`src/brfe_pkg.sv`:
```
// Shared types and constants for the byte ring FIFO engine.
package brfe_pkg;

    localparam int DEPTH  = 1024;
    localparam int ADDR_W = $clog2(DEPTH);
    localparam int CNT_W  = ADDR_W + 1;
    localparam int MIR_W  = ADDR_W + 2;

    localparam logic [CNT_W-1:0] CAP_RESET = CNT_W'(DEPTH);

    localparam logic [3:0] CMD_WRITE = 4'd0;
    localparam logic [3:0] CMD_READ  = 4'd1;
    localparam logic [3:0] CMD_DRAFT = 4'd2;
    localparam logic [3:0] CMD_PEEK  = 4'd3;
    localparam logic [3:0] CMD_WSKIP = 4'd4;
    localparam logic [3:0] CMD_RSKIP = 4'd5;
    localparam logic [3:0] CMD_CLEAR = 4'd6;
    localparam logic [3:0] CMD_RESET = 4'd7;

    localparam logic [1:0] ST_OK     = 2'd0;
    localparam logic [1:0] ST_NOPROG = 2'd1;
    localparam logic [1:0] ST_RANGE  = 2'd2;

    typedef enum logic [2:0] {
        S_IDLE,
        S_USED,
        S_DECIDE,
        S_EXEC,
        S_FINISH
    } state_t;

    typedef struct packed {
        logic load_in;
        logic calc_used;
        logic decide;
        logic exec;
        logic load_out;
    } dp_cmd_t;

endpackage

```
`src/brfe_ctrl.sv`:
```
// Sequencer that steps one request through the datapath and owns the output valid.
module brfe_ctrl (
    input  logic             aclk,
    input  logic             aresetn,
    input  logic             s_valid,
    output logic             s_ready,
    output logic             m_valid,
    input  logic             m_ready,
    output brfe_pkg::dp_cmd_t dp_cmd
);
    import brfe_pkg::*;

    state_t state_reg, state_next;
    logic   m_valid_reg, m_valid_next;
    logic   out_free;

    assign out_free = !m_valid_reg || m_ready;

    always_ff @(posedge aclk) begin
        if (!aresetn) begin
            state_reg   <= S_IDLE;
            m_valid_reg <= 1'b0;
        end else begin
            state_reg   <= state_next;
            m_valid_reg <= m_valid_next;
        end
    end

    always_comb begin
        state_next = state_reg;
        case (state_reg)
            S_IDLE:   if (s_valid) state_next = S_USED;
            S_USED:   state_next = S_DECIDE;
            S_DECIDE: state_next = S_EXEC;
            S_EXEC:   state_next = S_FINISH;
            S_FINISH: if (out_free) state_next = S_IDLE;
            default:  state_next = S_IDLE;
        endcase
    end

    always_comb begin
        dp_cmd = '0;
        s_ready = 1'b0;
        case (state_reg)
            S_IDLE: begin
                s_ready = 1'b1;
                dp_cmd.load_in = s_valid;
            end
            S_USED:   dp_cmd.calc_used = 1'b1;
            S_DECIDE: dp_cmd.decide = 1'b1;
            S_EXEC:   dp_cmd.exec = 1'b1;
            S_FINISH: dp_cmd.load_out = out_free;
            default:  dp_cmd = '0;
        endcase
    end

    always_comb begin
        if (dp_cmd.load_out) begin
            m_valid_next = 1'b1;
        end else if (m_ready) begin
            m_valid_next = 1'b0;
        end else begin
            m_valid_next = m_valid_reg;
        end
    end

    assign m_valid = m_valid_reg;

endmodule

```
`config.mk`:
```
export PLATFORM = sky130hd
export DESIGN_NAME = brfe_ctrl
export DESIGN_NICKNAME = d
export VERILOG_FILES = /design/src/brfe_pkg.sv /design/src/brfe_ctrl.sv
export SDC_FILE = /design/constraint.sdc
export NUM_CORES = 1
export LEC_CHECK = 0
export BUFFER_PORTS_ARGS = -buffer_cell sky130_fd_sc_hd__buf_2
export CORE_AREA = 4 4 41 43
export CTS_CLUSTER_DIAMETER = 100
export DETAILED_ROUTE_END_ITERATION = 10
export DIE_AREA = 0 0 45 47
export PLACE_DENSITY = 0.35
export SYNTH_ARGS = -nofsm -noshare
export SYNTH_HDL_FRONTEND = slang
export SYNTH_SLANG_ARGS = --single-unit
```
`constraint.sdc`:
```
create_clock -name aclk -period 1.67 [get_ports aclk]
set_input_delay 0.334 -clock aclk [delete_from_list [all_inputs] [get_ports aclk]]
set_output_delay 0.334 -clock aclk [all_outputs]
set_load 0.02 [all_outputs]
```
==> impl_metrics.env, run 1 <==
export IMPL_cts_tree="yes"
export IMPL_worstHoldPathCells=2
export IMPL_io_pins=11
export IMPL_place_hpwl_um=388
export IMPL_antenna_cells=0
export IMPL_die_x_um=45
export IMPL_crit_family="simple AND/OR/NAND/NOR gates"
export IMPL_clock_fmax_ghz=0.618
export IMPL_p_clk_share_pct=40.2
export IMPL_min_period_ps=1620
export IMPL_final_hold_viol_count=0
export IMPL_slew_headroom_pct=86.8
export IMPL_path_cells="or3b_4, nor2b_2, buf_4"
export IMPL_syn_num_nets=25
export IMPL_dieHeight_um=47
export IMPL_endpoint_kind="output pin"
export IMPL_met3_usage_pct=6.51
export IMPL_grt_max_degree=8
export IMPL_synth_top_cell_by_area="dfxtp_1"
export IMPL_cp_arrival_ps=1280
export IMPL_r2r_slack_ps=690
export IMPL_clk_path_buf_depth=2
export IMPL_rsz0062_at_grt="no"
export IMPL_dieArea_sq_um=2120
export IMPL_place_gp_congestion=0.693
export IMPL_synth_top_area_share_pct=37.2
export IMPL_vias_per_cell=4.06
export IMPL_ys_seq_area_share_pct=37.2
export IMPL_worst_pin_slew_ps=196
export IMPL_grt_pass1_wl_um=841
export IMPL_syn_area_sq_um=215
export IMPL_grt_met1_usage_pct=5.92
export IMPL_routedWlPerCell_um=10.6
export IMPL_power_leakage_nw=0.129
export IMPL_hold_end="state_reg[2]"
export IMPL_postPlaceCellArea_sq_um=269
export IMPL_grt_use_total_pct=5.85
export IMPL_initial_utilization_pct=16.5
export IMPL_critPathSlowestCell="or3b_4"
export IMPL_largest_register_ff_count=3
export IMPL_powerDensity_nw_per_um2=972
export IMPL_path_max_fanout=7
export IMPL_rr_worst_depth=2
export IMPL_syn_area_per_cell_sq_um=10.2
export IMPL_finalCritPeriodShare_pct=96.9
export IMPL_core_area_sq_um=1300
export IMPL_multi_input_area_sq_um=123
export IMPL_grt_pass1_vias=204
export IMPL_hold_path_class="input port to flip-flop"
export IMPL_dr_total_vias=191
export IMPL_hold_worst_slack_ps=369
export IMPL_ir_worst_vdd_mv=0.424
export IMPL_min_delay_start="aresetn"
export IMPL_routed_wl_um=496
export IMPL_root_buffer="clkbuf_4"
export IMPL_drc=0
export IMPL_instances_no_fill=47
export IMPL_ant_nets=0
export IMPL_clkLatencyLatePin_ps=230
export IMPL_synthTopCellsByArea="dfxtp_1 37%, nor3b_1 10%, buf_4 7.0%, o2bb2ai_2 7.0%, a21boi_2 5.2%"
export IMPL_crit_buf_inv=1
export IMPL_syn_inst=21
export IMPL_r2r_end="m_valid"
export IMPL_reg2reg_from="state_reg[2]"
export IMPL_ys_types=14
export IMPL_initialDrtViolationCount=4
export IMPL_syn2layout_area_growth_pct=40.7
export IMPL_status="finished, final reports clean"
export IMPL_fillCellCount=154
export IMPL_met2_usage_pct=7.91
export IMPL_ys_seq_elements=4
export IMPL_cts_buffers=3
export IMPL_switching_share_pct=28.4
export IMPL_pwr_share_seq_pct=38.6
export IMPL_numClockSinks=4
export IMPL_tns_ps=0
export IMPL_antenna_found_initial=0
export IMPL_drive_gt1_share_pct=65.6
export IMPL_io_buffer_count=10
export IMPL_combPwrFrac_pct=21.2
export IMPL_gr_total_overflow=0
export IMPL_post_place_ws_ps=165
export IMPL_yosysWarnings=0
export IMPL_busiest_layer="met2"
export IMPL_dpl_cell_count=44
export IMPL_setup_slack_ps=51.9
export IMPL_drtPass1Iterations=4
export IMPL_final_util_pct=23.3
export IMPL_rows=13
export IMPL_crit_type="flip-flop to output pin"
export IMPL_setup_viol_count_final=0
export IMPL_p_int_mw=0.211
export IMPL_slowest_delay_ps=410
export IMPL_start_kind="flip-flop"
export IMPL_regArea_sq_um=86.3
export IMPL_path_clk_slew_ps=40
export IMPL_maxCapViolCount=0
export IMPL_final_cell_area_sq_um=303
export IMPL_p_sw_mw=0.0837
export IMPL_h_tree_depth=1
export IMPL_fin_nets=38
export IMPL_skew_ps=0.741
export IMPL_finalPower_mw=0.294
export IMPL_cts_hold_buf=0
export IMPL_maxSlewViolCount=0
export IMPL_required_ps=1340
## cell usage in the layout, fill, tap and decap left out, drive strengths merged
cell,count
o21ai,1
buf,10
nand3b,1
nor3b,3
clkbuf,3
dfxtp,4
or3b,1
o2bb2ai,1
nor2b,1
nor3,2
and3b,1
xnor2,1
nand2b,1
a21boi,1
and2,1
## worst reg2reg max path, delay by kind of cell (launching register included)
kind	cells	cell delay, ps
simple gates	1	420
compound gates	1	140
flops	1	370
## synthesized netlist by cell type
library cell	n
and2_1	1
nor2b_1	1
o2bb2ai_2	1
nor3_1	2
dfxtp_1	4
buf_4	2
nand2b_1	1
and3b_2	1
a21boi_2	1
or3b_4	1
nor3b_1	3
nand3b_1	1
o21ai_0	1
xnor2_1	1
## worst max-delay path by stage
stage                      start         to  depth (start not counted)
floorplan           state_reg[0]  dp_cmd[4]                          2
global placement    state_reg[2]  dp_cmd[0]                          3
detailed placement  state_reg[2]  dp_cmd[0]                          3
CTS                 state_reg[1]  dp_cmd[0]                          3
global route        state_reg[2]  dp_cmd[0]                          3
finish              state_reg[2]  dp_cmd[0]                          3
## timing repair
item                       4_1_cts  5_1_grt
setup endpoints to repair        1        1
setup buffers                    0        0
gates cloned                     0        0
gates resized for setup          4        2
## final cells by class
| type | instances | area share [%] |
|---|---|---|
| Multi-Input combinational cell | 15 | 40.5 |
| Sequential cell | 4 | 28.5 |
| Timing Repair Buffer | 10 | 17.4 |
| Tap cell | 15 | 6.20 |
| Clock buffer | 3 | 7.44 |
## logic make-up (layout without fill, tap and decap cells)
family,after synthesis,in the layout,share of synthesized area [%]
simple gates,11,11,37.2
flops,4,4,37.2
compound gates,3,3,14.5
buf+inv,2,13,6.97
xor+xnor,1,1,4.07
## per-layer routing
metal	part of all wire (%)	routed length (um)	up-vias
met3	14	67	0
met2	43	213	10
met4	0	0	0
met1	43	215	85
li1	-	-	96
met5	0	0	-
## power groups by stage
stage          clock, mW  combinational, mW  sequential (mW)
6_report           0.118             0.0624            0.114
3_3_place_gp           0             0.0622            0.115
2_1_floorplan          0             0.0436            0.113
4_1_cts            0.124             0.0631            0.113
5_1_grt            0.138             0.0690            0.115
3_5_place_dp           0             0.0625            0.116
No activity file was read; power rests on OpenSTA's default activity.
==> inputs of run 2 (changes only) <==
--- a/config.mk
+++ b/config.mk
@@ -10,6 +10,7 @@
 export CTS_CLUSTER_DIAMETER = 100
 export DETAILED_ROUTE_END_ITERATION = 10
 export DIE_AREA = 0 0 45 47
+export HOLD_SLACK_MARGIN = 0.05
 export PLACE_DENSITY = 0.35
 export SYNTH_ARGS = -nofsm -noshare
 export SYNTH_HDL_FRONTEND = slang
==> constraint.sdc (replaced) <==
create_clock -name aclk -period 1.67 [get_ports aclk]
set_input_delay 0.0835 -clock aclk [delete_from_list [all_inputs] [get_ports aclk]]
set_output_delay 0.0835 -clock aclk [all_outputs]
set_load 0.02 [all_outputs]
==> run 2 against run 1 <==
Net effect:
- core utilization down 0.87 points
- count of clock-buffer cells in the layout unchanged
- clock power about the same
- power up 0.49%
- critical path depth unchanged
- global-route usage up 0.71 points
- sequential power about the same
- largest cell class unchanged
- non-clock buffer count unchanged
- sequential cell count unchanged
- sequential share of layout area down 1.0 points
==> impl_metrics.env, run 2 (synthesized netlist as in run 1, its figures left out) <==
export IMPL_status="finished, final reports clean"
export IMPL_dpl_cell_count=44
export IMPL_cts_hold_buf=0
export IMPL_path_clk_slew_ps=40
export IMPL_required_ps=1590
export IMPL_endpoint_kind="output pin"
export IMPL_hold_path_class="input port to flip-flop"
export IMPL_mostFrequentLayoutCells="10 x buf_2, 4 x dfxtp_1, 3 x nor3b_1, 3 x clkbuf_4, 2 x nor3_1"
export IMPL_drive_gt1_share_pct=53.1
export IMPL_start_kind="flip-flop"
export IMPL_instances_no_fill=47
export IMPL_grt_max_degree=8
export IMPL_min_period_ps=1440
export IMPL_maxCapViolCount=0
export IMPL_p_int_mw=0.210
export IMPL_p_sw_mw=0.0856
export IMPL_finalCritPeriodShare_pct=86.3
export IMPL_drtPass1Iterations=2
export IMPL_largest_register_ff_count=3
export IMPL_initial_utilization_pct=16.5
export IMPL_crit_type="flip-flop to output pin"
export IMPL_cts_buffers=3
export IMPL_worst_pin_slew_ps=220
export IMPL_io_buffer_count=10
export IMPL_vias_per_cell=4.21
export IMPL_p_clk_share_pct=40.6
export IMPL_reg2reg_from="state_reg[2]"
export IMPL_slew_headroom_pct=85.3
export IMPL_post_cts_buffers=0
export IMPL_fin_nets=38
export IMPL_tns_ps=0
export IMPL_drc=0
export IMPL_io_pins=11
export IMPL_final_hold_viol_count=0
export IMPL_cp_arrival_ps=1360
export IMPL_clock_fmax_ghz=0.694
export IMPL_powerDensity_nw_per_um2=1010
export IMPL_hold_worst_slack_ps=130
export IMPL_grt_pass1_wl_um=869
export IMPL_antenna_cells=0
export IMPL_dieArea_sq_um=2120
export IMPL_path_max_fanout=7
export IMPL_routedWlPerCell_um=10.4
export IMPL_fillCellCount=155
export IMPL_core_area_sq_um=1300
export IMPL_setup_slack_ps=228
export IMPL_critPathSlowestCell="or3b_4"
export IMPL_path_cells="or3b_4, nor2b_1, buf_2"
export IMPL_skew_ps=5.04
export IMPL_place_gp_congestion=0.782
export IMPL_syn2layout_area_growth_pct=35.5
export IMPL_grt_use_total_pct=6.56
export IMPL_root_buffer="clkbuf_4"
export IMPL_combPwrFrac_pct=21.1
export IMPL_dr_total_vias=198
export IMPL_antenna_found_initial=0
export IMPL_min_delay_start="aresetn"
export IMPL_clk_path_buf_depth=2
export IMPL_numClockSinks=4
export IMPL_crit_path_start="state_reg[2]"
export IMPL_die_x_um=45
export IMPL_routed_wl_um=489
export IMPL_clkLatencyLatePin_ps=240
export IMPL_h_tree_depth=1
export IMPL_final_util_pct=22.4
export IMPL_final_common_cell="buf_2"
export IMPL_dieHeight_um=47
export IMPL_power_leakage_nw=0.126
export IMPL_ir_worst_vdd_mv=0.312
export IMPL_setup_viol_count_final=0
export IMPL_initialDrtViolationCount=1
export IMPL_grt_pass1_vias=191
export IMPL_post_place_ws_ps=474
export IMPL_switching_share_pct=28.9
export IMPL_pwr_share_seq_pct=38.2
export IMPL_rows=13
export IMPL_maxSlewViolCount=0
export IMPL_gr_total_overflow=0
export IMPL_cts_resized=0
export IMPL_slowest_delay_ps=440
export IMPL_rsz0062_at_grt="no"
export IMPL_ant_nets=0
export IMPL_cts_tree="yes"
run 2: cell types whose count changed in the layout (fill, tap and decap cells not counted):
cell     before  now
nor2b_1       0    1
dfxtp_4       1    0
buf_2         9   10
buf_4         1    0
dfxtp_1       1    4
nor2b_2       1    0
dfxtp_2       2    0
run 2: power groups by stage:
| stage | clock, mW | sequential [mW] | combinational, mW |
|---|---|---|---|
| after CTS | 0.128 | 0.113 | 0.0637 |
| after detailed placement | 0 | 0.115 | 0.0632 |
| final | 0.120 | 0.113 | 0.0625 |
| after floorplan | 0 | 0.113 | 0.0436 |
| after global placement | 0 | 0.114 | 0.0632 |
| after global routing | 0.139 | 0.116 | 0.0695 |
run 2: stage by stage:
| stage | area (sq um) | power, mW |
|---|---|---|
| after floorplan | 215 | 0.156 |
| after global placement | 269 | 0.178 |
| after detailed placement | 269 | 0.178 |
| after CTS | 292 | 0.305 |
| after global routing | 292 | 0.324 |
| final | 292 | 0.296 |
run 2: cell type report:
class	instances	area [sq um]	share of cell area, %
repair buffers	10	50.0	17.2
well taps	15	18.8	6.44
clock buffers	3	22.5	7.73
multi-input cells	15	120	41.2
flip-flops and latches	4	80.1	27.5
run 2: routing by layer:
metal  wire (um)  GRT usage (%)  up-vias
met4          16           5.26        0
met2         188           7.34       11
li1            -              -       96
met5           0              0        -
met3          67           6.13        5
met1         216           7.29       86
run 2: worst max-delay path, delay by kind of cell (launching register included):
kind | cells | cell delay (ps)
AND/OR/NAND/NOR | 2 | 550
flip-flops | 1 | 410
buffers and inverters | 1 | 170
run 2: worst paths after layout:
| path | to | slack, ps | depth (start not counted) |
|---|---|---|---|
| worst min register to register | m_valid | 510 | 2 |
| worst max-delay path | dp_cmd[0] | 230 | 3 |
| worst max register to register | state_reg[2] | 620 | 2 |
| worst min-delay path | state_reg[2] | 130 | 2 |
==> inputs of run 3 (changes only) <==
--- a/config.mk
+++ b/config.mk
@@ -12,6 +12,7 @@
 export DIE_AREA = 0 0 45 47
 export HOLD_SLACK_MARGIN = 0.05
 export PLACE_DENSITY = 0.35
+export SKIP_CTS_REPAIR_TIMING = 1
 export SYNTH_ARGS = -nofsm -noshare
 export SYNTH_HDL_FRONTEND = slang
 export SYNTH_SLANG_ARGS = --single-unit
==> constraint.sdc (replaced) <==
create_clock -name aclk -period 1.56 [get_ports aclk]
set_input_delay 0.078 -clock aclk [delete_from_list [all_inputs] [get_ports aclk]]
set_output_delay 0.078 -clock aclk [all_outputs]
set_load 0.02 [all_outputs]
==> run 3 against run 2 <==
Net effect:
- clock skew shrank 4.6 ps
- sequential share of layout area grew 0.31 points
- die area is the same
- cell count is the same
- count of clock-buffer cells in the layout is the same
- routed wire length shrank 2.0%
- power grew 6.4%
- register-to-register slack lost 60 ps
- critical endpoint unchanged
==> impl_metrics.env, run 3 (synthesized netlist as in run 1, its figures left out) <==
export IMPL_final_cell_area_sq_um=293
export IMPL_mostFrequentLayoutCells="10 x buf_2, 3 x nor3b_1, 3 x clkbuf_4, 3 x dfxtp_1, 2 x nor3_1"
export IMPL_worstHoldPathCells=2
export IMPL_place_hpwl_um=388
export IMPL_cp_arrival_ps=1330
export IMPL_crit_buf_inv=1
export IMPL_final_common_cell="buf_2"
export IMPL_multi_input_area_sq_um=120
export IMPL_p_clk_share_pct=40.3
export IMPL_critPathSlowestCell="or3b_4"
export IMPL_dr_total_vias=191
export IMPL_clk_path_buf_depth=2
export IMPL_rsz0062_at_grt="no"
export IMPL_finalPower_mw=0.315
export IMPL_dieArea_sq_um=2120
export IMPL_finalCritPeriodShare_pct=90.3
export IMPL_cts_tree="yes"
export IMPL_p_sw_mw=0.0897
export IMPL_grt_met1_usage_pct=5.92
export IMPL_skew_ps=0.399
export IMPL_routed_wl_um=479
export IMPL_grt_use_total_pct=5.85
export IMPL_slowest_delay_ps=440
export IMPL_start_kind="flip-flop"
export IMPL_h_tree_depth=1
export IMPL_met2_usage_pct=7.91
export IMPL_drc=0
export IMPL_switching_share_pct=28.5
export IMPL_hold_end="state_reg[2]"
export IMPL_cts_buffers=3
export IMPL_path_clk_slew_ps=40
export IMPL_busiest_layer="met2"
export IMPL_grt_pass1_wl_um=841
export IMPL_pwr_share_seq_pct=38.7
export IMPL_slew_headroom_pct=84.8
export IMPL_antenna_found_initial=0
export IMPL_power_leakage_nw=0.127
export IMPL_crit_type="flip-flop to output pin"
export IMPL_status="finished, final reports clean"
export IMPL_routedWlPerCell_um=10.2
export IMPL_fin_nets=38
export IMPL_clock_fmax_ghz=0.710
export IMPL_io_pins=11
export IMPL_required_ps=1480
export IMPL_ant_nets=0
export IMPL_antenna_cells=0
export IMPL_maxSlewViolCount=0
export IMPL_grt_max_degree=8
export IMPL_combPwrFrac_pct=21.0
export IMPL_powerDensity_nw_per_um2=1080
export IMPL_maxCapViolCount=0
export IMPL_tns_ps=0
export IMPL_vias_per_cell=4.06
export IMPL_setup_slack_ps=151
export IMPL_syn2layout_area_growth_pct=36.0
export IMPL_reg2reg_from="state_reg[0]"
export IMPL_die_x_um=45
export IMPL_core_area_sq_um=1300
export IMPL_rows=13
export IMPL_grt_pass1_vias=204
export IMPL_setup_viol_count_final=0
export IMPL_r2r_end="m_valid"
export IMPL_place_gp_congestion=0.693
export IMPL_postPlaceCellArea_sq_um=269
export IMPL_r2r_slack_ps=560
export IMPL_ir_worst_vdd_mv=0.454
export IMPL_final_hold_viol_count=0
export IMPL_gr_total_overflow=0
export IMPL_p_int_mw=0.225
export IMPL_min_delay_start="aresetn"
export IMPL_drive_gt1_share_pct=56.3
export IMPL_met3_usage_pct=6.51
export IMPL_fillCellCount=156
export IMPL_io_buffer_count=10
export IMPL_regArea_sq_um=81.3
export IMPL_rr_worst_depth=2
export IMPL_initial_utilization_pct=16.5
export IMPL_hold_path_class="input port to flip-flop"
export IMPL_numClockSinks=4
export IMPL_crit_family="simple AND/OR/NAND/NOR gates"
export IMPL_initialDrtViolationCount=3
export IMPL_root_buffer="clkbuf_4"
export IMPL_min_period_ps=1410
export IMPL_post_place_ws_ps=311
export IMPL_path_max_fanout=7
export IMPL_drtPass1Iterations=4
export IMPL_worst_pin_slew_ps=228
export IMPL_largest_register_ff_count=3
export IMPL_path_cells="or3b_4, nor2b_1, buf_2"
export IMPL_dieHeight_um=47
export IMPL_clkLatencyLatePin_ps=230
export IMPL_endpoint_kind="output pin"
[run 3: through the flow]
| stage | std cells | utilization, % | hold slack [ps] |
|---|---|---|---|
| 2_1_floorplan | 21 | - | 186 |
| 3_3_place_gp | 44 | 20.7 | 348 |
| 3_5_place_dp | 44 | 20.7 | 354 |
| 4_1_cts | 47 | 22.4 | 114 |
| 5_1_grt | 47 | 22.5 | 117 |
| 6_report | 47 | 22.5 | 113 |
[run 3: layer usage]
layer | wire, um | share of wire (%)
met1 | 206 | 43
met2 | 203 | 42
met3 | 68 | 14
met4 | 0 | 0
met5 | 0 | 0
[run 3: final cells by class]
class                   instances  share of cell area [%]
flip-flops and latches          4                    27.8
multi-input cells              15                    41.0
clock buffers                   3                    7.69
well taps                      15                    6.41
repair buffers                 10                    17.1
[run 3: power groups by stage]
stage	Clock [mW]	Combinational [mW]	Sequential (mW)
final	0.127	0.0661	0.122
after floorplan	0	0.0467	0.121
after detailed placement	0	0.0669	0.124
after global placement	0	0.0666	0.123
after global routing	0.147	0.0732	0.123
after CTS	0.133	0.0673	0.122
[run 3: worst max-delay path by stage]
stage	to	from	slack [ps]	depth (start not counted)
2_1_floorplan	dp_cmd[4]	state_reg[0]	260	2
3_3_place_gp	dp_cmd[0]	state_reg[2]	370	3
6_report	dp_cmd[0]	state_reg[0]	150	3
3_5_place_dp	dp_cmd[0]	state_reg[2]	310	3
5_1_grt	dp_cmd[0]	state_reg[0]	70	3
4_1_cts	dp_cmd[0]	state_reg[2]	50	3
